[src/rtl/core/hcb_pkg.sv]
`timescale 1ns / 1ps
// ----------------------------------------------------------------------------
// hcb_pkg
// Shared types and constants of the Huffman code builder: action and status
// codes, datapath operation codes and the controller/datapath link structs.
// ----------------------------------------------------------------------------
package hcb_pkg;

	// Field widths of the channels
	localparam int ACTION_BITS = 2;
	localparam int SYMBOL_BITS = 8;
	localparam int FREQ_PORT_BITS = 24;
	localparam int STATUS_BITS = 2;
	localparam int CHUNK_BITS = 64;
	localparam int CHUNK_IDX_BITS = 2;
	localparam int CODE_LEN_BITS = 8;

	// Internal widths
	localparam int WEIGHT_BITS = 32;
	localparam int CODE_BITS = 256;
	localparam int LEN_BITS = 9;

	// Input actions
	localparam logic [ACTION_BITS-1:0] ACT_LOAD = 2'd0;
	localparam logic [ACTION_BITS-1:0] ACT_BUILD = 2'd1;
	localparam logic [ACTION_BITS-1:0] ACT_QUERY = 2'd2;

	// Result status codes
	localparam logic [STATUS_BITS-1:0] STAT_LOAD = 2'd0;
	localparam logic [STATUS_BITS-1:0] STAT_BUILT = 2'd1;
	localparam logic [STATUS_BITS-1:0] STAT_CHUNK = 2'd2;

	// Datapath operations
	typedef logic [4:0] op_t;
	localparam op_t OP_NOP = 5'd0;
	localparam op_t OP_ACCEPT = 5'd1;
	localparam op_t OP_INIT_RD = 5'd2;
	localparam op_t OP_INIT_WR = 5'd3;
	localparam op_t OP_FL_RD = 5'd4;
	localparam op_t OP_FL_LD = 5'd5;
	localparam op_t OP_FL_DEC = 5'd6;
	localparam op_t OP_SD_RD = 5'd7;
	localparam op_t OP_SD_CMP = 5'd8;
	localparam op_t OP_TK_RD = 5'd9;
	localparam op_t OP_TK_LD_A = 5'd10;
	localparam op_t OP_TK_LD_B = 5'd11;
	localparam op_t OP_LNK_A = 5'd12;
	localparam op_t OP_LNK_B = 5'd13;
	localparam op_t OP_SU_CHK = 5'd14;
	localparam op_t OP_SU_CMP = 5'd15;
	localparam op_t OP_BUILT = 5'd16;
	localparam op_t OP_QRY_RD = 5'd17;
	localparam op_t OP_QRY_STEP = 5'd18;
	localparam op_t OP_Q_EMIT = 5'd19;
	localparam op_t OP_R_EMIT = 5'd20;

	typedef struct packed {
		op_t op;
	} cmd_t;

	typedef struct packed {
		logic child_ok;    // left child of the hole lies inside the heap
		logic sd_stop;     // held entry not above the smaller child
		logic su_top;      // hole at the heap root
		logic su_stop;     // held entry not below its parent
		logic idx_last;    // init sweep at its final entry
		logic idx_zero;    // heapify walk reached the root
		logic cnt_gt1;     // more than one node left to merge
		logic qry_ok;      // tree built and symbol in range
		logic walk_done;   // leaf-to-root walk finished
		logic last_chunk;  // current chunk ends the code
		logic slot_free;   // output register can take a word
	} sts_t;

endpackage

[src/rtl/core/hcb_ctrl.sv]
`timescale 1ns / 1ps
// ----------------------------------------------------------------------------
// hcb_ctrl
// Sequencer: load handling, heap fill, heapify, merge loop with extract-min
// and insert, leaf-to-root code walk and chunk emission.
// ----------------------------------------------------------------------------
module hcb_ctrl (
	input  logic clk,
	input  logic arst_n,
	input  logic in_valid,
	input  logic [hcb_pkg::ACTION_BITS-1:0] in_action,
	output logic in_ready,
	input  hcb_pkg::sts_t sts,
	output hcb_pkg::cmd_t cmd
);

	localparam logic [4:0] S_IDLE = 5'd0;
	localparam logic [4:0] S_INIT_RD = 5'd1;
	localparam logic [4:0] S_INIT_WR = 5'd2;
	localparam logic [4:0] S_FL_RD = 5'd3;
	localparam logic [4:0] S_FL_LD = 5'd4;
	localparam logic [4:0] S_SD_RD = 5'd5;
	localparam logic [4:0] S_SD_CMP = 5'd6;
	localparam logic [4:0] S_FL_NEXT = 5'd7;
	localparam logic [4:0] S_TK_RD = 5'd8;
	localparam logic [4:0] S_TK_LD = 5'd9;
	localparam logic [4:0] S_LNK_A = 5'd10;
	localparam logic [4:0] S_LNK_B = 5'd11;
	localparam logic [4:0] S_SU_CHK = 5'd12;
	localparam logic [4:0] S_SU_CMP = 5'd13;
	localparam logic [4:0] S_MRG_CHK = 5'd14;
	localparam logic [4:0] S_QRY_CHK = 5'd15;
	localparam logic [4:0] S_QRY_STEP = 5'd16;
	localparam logic [4:0] S_Q_OUT = 5'd17;
	localparam logic [4:0] S_RESP = 5'd18;

	// Owner of the current sift-down pass
	localparam logic [1:0] CTX_FLOYD = 2'd0;
	localparam logic [1:0] CTX_TAKE_A = 2'd1;
	localparam logic [1:0] CTX_TAKE_B = 2'd2;

	logic [4:0] state_q, state_d;
	logic [1:0] ctx_q, ctx_d;
	logic [4:0] sd_ret;

	always_ff @(posedge clk or negedge arst_n) begin
		if (!arst_n) begin
			state_q <= S_IDLE;
			ctx_q <= CTX_FLOYD;
		end else begin
			state_q <= state_d;
			ctx_q <= ctx_d;
		end
	end

	// Return point once a sift-down pass ends
	always_comb begin
		case (ctx_q)
			CTX_FLOYD: sd_ret = S_FL_NEXT;
			CTX_TAKE_A: sd_ret = S_TK_RD;
			default: sd_ret = S_LNK_A;
		endcase
	end

	always_comb begin
		state_d = state_q;
		ctx_d = ctx_q;
		cmd.op = hcb_pkg::OP_NOP;
		in_ready = 1'b0;
		case (state_q)
			S_IDLE: begin
				in_ready = 1'b1;
				if (in_valid) begin
					cmd.op = hcb_pkg::OP_ACCEPT;
					case (in_action)
						hcb_pkg::ACT_LOAD: state_d = S_RESP;
						hcb_pkg::ACT_BUILD: state_d = S_INIT_RD;
						hcb_pkg::ACT_QUERY: state_d = sts.qry_ok ? S_QRY_CHK : S_Q_OUT;
						default: state_d = S_IDLE;
					endcase
				end
			end
			S_INIT_RD: begin
				cmd.op = hcb_pkg::OP_INIT_RD;
				state_d = S_INIT_WR;
			end
			S_INIT_WR: begin
				cmd.op = hcb_pkg::OP_INIT_WR;
				state_d = sts.idx_last ? S_FL_RD : S_INIT_RD;
			end
			S_FL_RD: begin
				cmd.op = hcb_pkg::OP_FL_RD;
				state_d = S_FL_LD;
			end
			S_FL_LD: begin
				cmd.op = hcb_pkg::OP_FL_LD;
				ctx_d = CTX_FLOYD;
				state_d = S_SD_RD;
			end
			S_SD_RD: begin
				cmd.op = hcb_pkg::OP_SD_RD;
				state_d = sts.child_ok ? S_SD_CMP : sd_ret;
				if (!sts.child_ok && ctx_q == CTX_TAKE_A) begin
					ctx_d = CTX_TAKE_B;
				end
			end
			S_SD_CMP: begin
				cmd.op = hcb_pkg::OP_SD_CMP;
				state_d = sts.sd_stop ? sd_ret : S_SD_RD;
				if (sts.sd_stop && ctx_q == CTX_TAKE_A) begin
					ctx_d = CTX_TAKE_B;
				end
			end
			S_FL_NEXT: begin
				if (sts.idx_zero) begin
					state_d = S_MRG_CHK;
				end else begin
					cmd.op = hcb_pkg::OP_FL_DEC;
					state_d = S_FL_RD;
				end
			end
			S_TK_RD: begin
				cmd.op = hcb_pkg::OP_TK_RD;
				state_d = S_TK_LD;
			end
			S_TK_LD: begin
				cmd.op = (ctx_q == CTX_TAKE_A) ? hcb_pkg::OP_TK_LD_A : hcb_pkg::OP_TK_LD_B;
				state_d = S_SD_RD;
			end
			S_LNK_A: begin
				cmd.op = hcb_pkg::OP_LNK_A;
				state_d = S_LNK_B;
			end
			S_LNK_B: begin
				cmd.op = hcb_pkg::OP_LNK_B;
				state_d = S_SU_CHK;
			end
			S_SU_CHK: begin
				cmd.op = hcb_pkg::OP_SU_CHK;
				state_d = sts.su_top ? S_MRG_CHK : S_SU_CMP;
			end
			S_SU_CMP: begin
				cmd.op = hcb_pkg::OP_SU_CMP;
				state_d = sts.su_stop ? S_MRG_CHK : S_SU_CHK;
			end
			S_MRG_CHK: begin
				if (sts.cnt_gt1) begin
					ctx_d = CTX_TAKE_A;
					state_d = S_TK_RD;
				end else begin
					cmd.op = hcb_pkg::OP_BUILT;
					state_d = S_RESP;
				end
			end
			S_QRY_CHK: begin
				if (sts.walk_done) begin
					state_d = S_Q_OUT;
				end else begin
					cmd.op = hcb_pkg::OP_QRY_RD;
					state_d = S_QRY_STEP;
				end
			end
			S_QRY_STEP: begin
				cmd.op = hcb_pkg::OP_QRY_STEP;
				state_d = S_QRY_CHK;
			end
			S_Q_OUT: begin
				if (sts.slot_free) begin
					cmd.op = hcb_pkg::OP_Q_EMIT;
					state_d = sts.last_chunk ? S_IDLE : S_Q_OUT;
				end
			end
			S_RESP: begin
				if (sts.slot_free) begin
					cmd.op = hcb_pkg::OP_R_EMIT;
					state_d = S_IDLE;
				end
			end
			default: state_d = S_IDLE;
		endcase
	end

endmodule

[config.mk]
export PLATFORM = sky130hd
export DESIGN_NAME = hcb_ctrl
export DESIGN_NICKNAME = d
export VERILOG_FILES = /design/src/rtl/core/hcb_pkg.sv /design/src/rtl/core/hcb_ctrl.sv
export SDC_FILE = /design/constraint.sdc
export NUM_CORES = 1
export LEC_CHECK = 0
export ABC_AREA = 1
export BUFFER_PORTS_ARGS = -buffer_cell sky130_fd_sc_hd__buf_2
export CELL_PAD_IN_SITES_DETAIL_PLACEMENT = 1
export CELL_PAD_IN_SITES_GLOBAL_PLACEMENT = 2
export CORE_ASPECT_RATIO = 1.25
export CORE_MARGIN = 2
export CORE_UTILIZATION = 28
export DETAILED_ROUTE_END_ITERATION = 7
export HOLD_SLACK_MARGIN = 0.05
export PLACE_DENSITY = 0.76
export SLEW_MARGIN = 20
export SYNTH_ARGS = -nofsm -noshare
export SYNTH_HDL_FRONTEND = slang
export SYNTH_SLANG_ARGS = --single-unit
[constraint.sdc]
create_clock -name clk -period 1.8 [get_ports clk]
set_input_delay 0.09 -clock clk [delete_from_list [all_inputs] [get_ports clk]]
set_output_delay 0.09 -clock clk [all_outputs]
set_load 0.05 [all_outputs]
==> flow_summary.toml <==
[status]
status = "complete, but fails checks"
violations = "DRC"

[placement]
io_buffers = 21
hpwl_mm = 3.302
gp_congestion = 0.9103
place_area_um2 = 1220
placedCellCount = 238

[sta]
finalCriticalPeriod_ns = 1.793
slew_viol_final = 0
tightest_slew_ns = 0.3407
finalCritPeriodShare_pct = 99.64
slew_headroom_pct = 77.05
skew_ns = 0.006030
setup_viol = 0
finalHoldViolCount = 0
whs_ns = 0.1598
rsz0062_at_grt = "true"
fmax_ghz = 0.5576

[min_path]
hold_path.class = "input port to register"

[worst_setup_path]
cp.arrival_ns = 1.70
cpMaxStageDelayCell = "dfrtp_2"
cp_max_fo = 5
crit_required_ns = 1.71
cp_cell_sequence = "nor2_4, clkinv_4, nor3_4, nand2_2, buf_4, nand4_1, buf_6"
max_stage_delay_ns = 0.46
crit_family = "simple AND/OR/NAND/NOR gates"
cp-start-kind = "register"
endpoint_kind = "output port"
critPathBufInv = 3
path_class = "register to output port"

[drt]
num_vias = 1280
firstDrtPassIters = 6
via_per_inst = 5.161
drt-total-wl_mm = 3.932
drc = 1
wire_per_inst_um = 15.85
drtIter0Drc = 66
detail-route-antenna-nets = 0

[die]
std_cell_rows = 24
ios = 22
die_x_um = 58.80
die-area_um2 = 4263
die_y_um = 72.50
placeableCoreArea_um2 = 3543
start_util_pct = 29.66

[pwr]
p_leak_nw = 0.7623
p_total_mw = 2.577
power.density_nw_per_um2 = 1769
irDropWorstVdd_uv = 718.9

[final_layout]
finalNonFillerCells = 248
fill_cells = 476
layout.nets = 229
synthToLayoutAreaGrowth_pct = 38.57
finalInstanceArea_um2 = 1456
drive_gt1_share_pct = 39.71
diodes = 0

[cts]
clk_pin_slew_ns = 0.04
cts.sinks = 7
root_buffer = "clkbuf_8"
cts_tree = "yes"
cts_buffers = 3
clock_path_buffers = 2
clk_latency_ns = 0.23
cts_max_level = 1

[synthesis]
syn_area_um2 = 1051
yosys_warnings = 0
synth.distinct_cells = 27
synth-edff-count = 0
synth_ff_type = "dfrtp_1"
yosysSeqAreaShare_pct = 16.67
synth_simple_gate_area_share_pct = 58.57
synth_fp_nets = 195
synth_top_family_by_area = "simple AND/OR/NAND/NOR gates"
synth_fa_ha_area_share_pct = 3.571
syn-instance-count = 176
synth_compound_area_share_pct = 10.95
synth_xor_area_share_pct = 0
async_reset_ff_share_pct = 100.0
ys_ff_latch = 7
muxShareOfSynthArea_pct = 0
syn_avg_cell_area_um2 = 5.972

[global_route]
grt_use_total_pct = 19.41
antenna_found_initial = 0
grt_max_degree = 9
overflow = 0
grt_pass1_wl_mm = 6.175
grt_pass1_vias = 1301

[flow_run]
maxCapViolCount = 0
## worst min-delay path, cell delays in order
cell	delay, ns
buf_2	0.09
nand2_1	0.08
o21ai_1	0.09
## cells in the final DEF (no fill, tap or decap), types with 3 or more instances in the layout
master / instances
buf_4: 8
nand2_2: 11
nor2_1: 21
dfrtp_1: 4
nand3_1: 9
o21ai_1: 3
nor2_4: 7
a21oi_1: 6
ha_1: 3
buf_2: 16
nor2_2: 7
clkbuf_8: 3
inv_1: 22
dfrtp_2: 3
nand4_1: 7
o21ai_0: 4
nand3_2: 6
buf_6: 3
nand2_1: 39
inv_2: 4
## through the flow
step | setup slack (ns) | TNS (ns) | util [%]
floorplan | 0.008751 | 0 | -
global placement | 0.05179 | 0 | 34.43
detailed placement | 0.04719 | 0 | 34.43
CTS | -0.002847 | -0.003456 | 36.83
global route | -0.05453 | -0.1631 | 41.10
finish | 0.006551 | 0 | 41.10
## synth_stat cells (all sizes together) (3+ instances only)
cell,number,area share [%]
o21ai,8,4.2
nand4,7,4.2
inv,28,10
nand3,16,10
a21oi,8,4.5
dfrtp,7,17
nor2,36,18
nor3,6,4.3
nand2,52,21
ha,3,3.6
## state kept, by name, indices dropped and copies added (netlist names)
name,count
ctx_q,2
state_q,5
## cells by family after synthesis
| kind of cell | after synthesis |
|---|---|
| buffers and inverters | 28 |
| and+or+nand+nor | 119 |
| adders and majority gates | 3 |
| AOI/OAI and AO/OA | 19 |
| DFF | 7 |
## layout make-up
type | instances | area, um2 | area share, %
well taps | 39 | 48.80 | 3.351
clock buffers | 4 | 45.04 | 3.093
flip-flops and latches | 7 | 178.9 | 12.29
repair buffers | 29 | 203.9 | 14.00
multi-input cells | 141 | 867.1 | 59.54
inverters | 28 | 112.6 | 7.732
## final timing paths
| check | to | from | slack, ns | depth (start not counted) |
|---|---|---|---|---|
| min in group asynchronous | ctx_q[0] | arst_n | 0.23 | 2 |
| worst max-delay path | cmd[1] | state_q[2] | 0.007 | 7 |
| worst min register to register | ctx_q[0] | ctx_q[0] | 0.60 | 2 |
| worst min-delay path | ctx_q[0] | sts[4] | 0.16 | 3 |
| max in group asynchronous | state_q[1] | arst_n | 1.39 | 2 |
| worst max register to register | state_q[3] | state_q[2] | 0.20 | 9 |
## layer usage
layer	track usage (%)	share of wire (%)	up-vias
met5	0	0	-
met4	4.293	2.0	0
met3	3.743	3.9	8
met2	36.17	55	32
met1	22.32	40	602
li1	-	-	638
## power breakdown
group	leakage, nW	switching, mW	total [mW]	internal (mW)
Clock	0.0228	0.0707	0.224	0.153
Combinational	0.651	1.35	2.02	0.674
Sequential	0.0886	0.110	0.330	0.220
Total	0.762	1.53	2.58	1.05
## repair_timing
action	CTS	global route
setup buffers	1	4
hold buffers	1	0
pin swaps	1	4
gates resized for setup	8	30
endpoints found under the setup margin	5	5
hold endpoints to repair	7	0
cloned	0	0
Power figures use the tool's default switching activity.
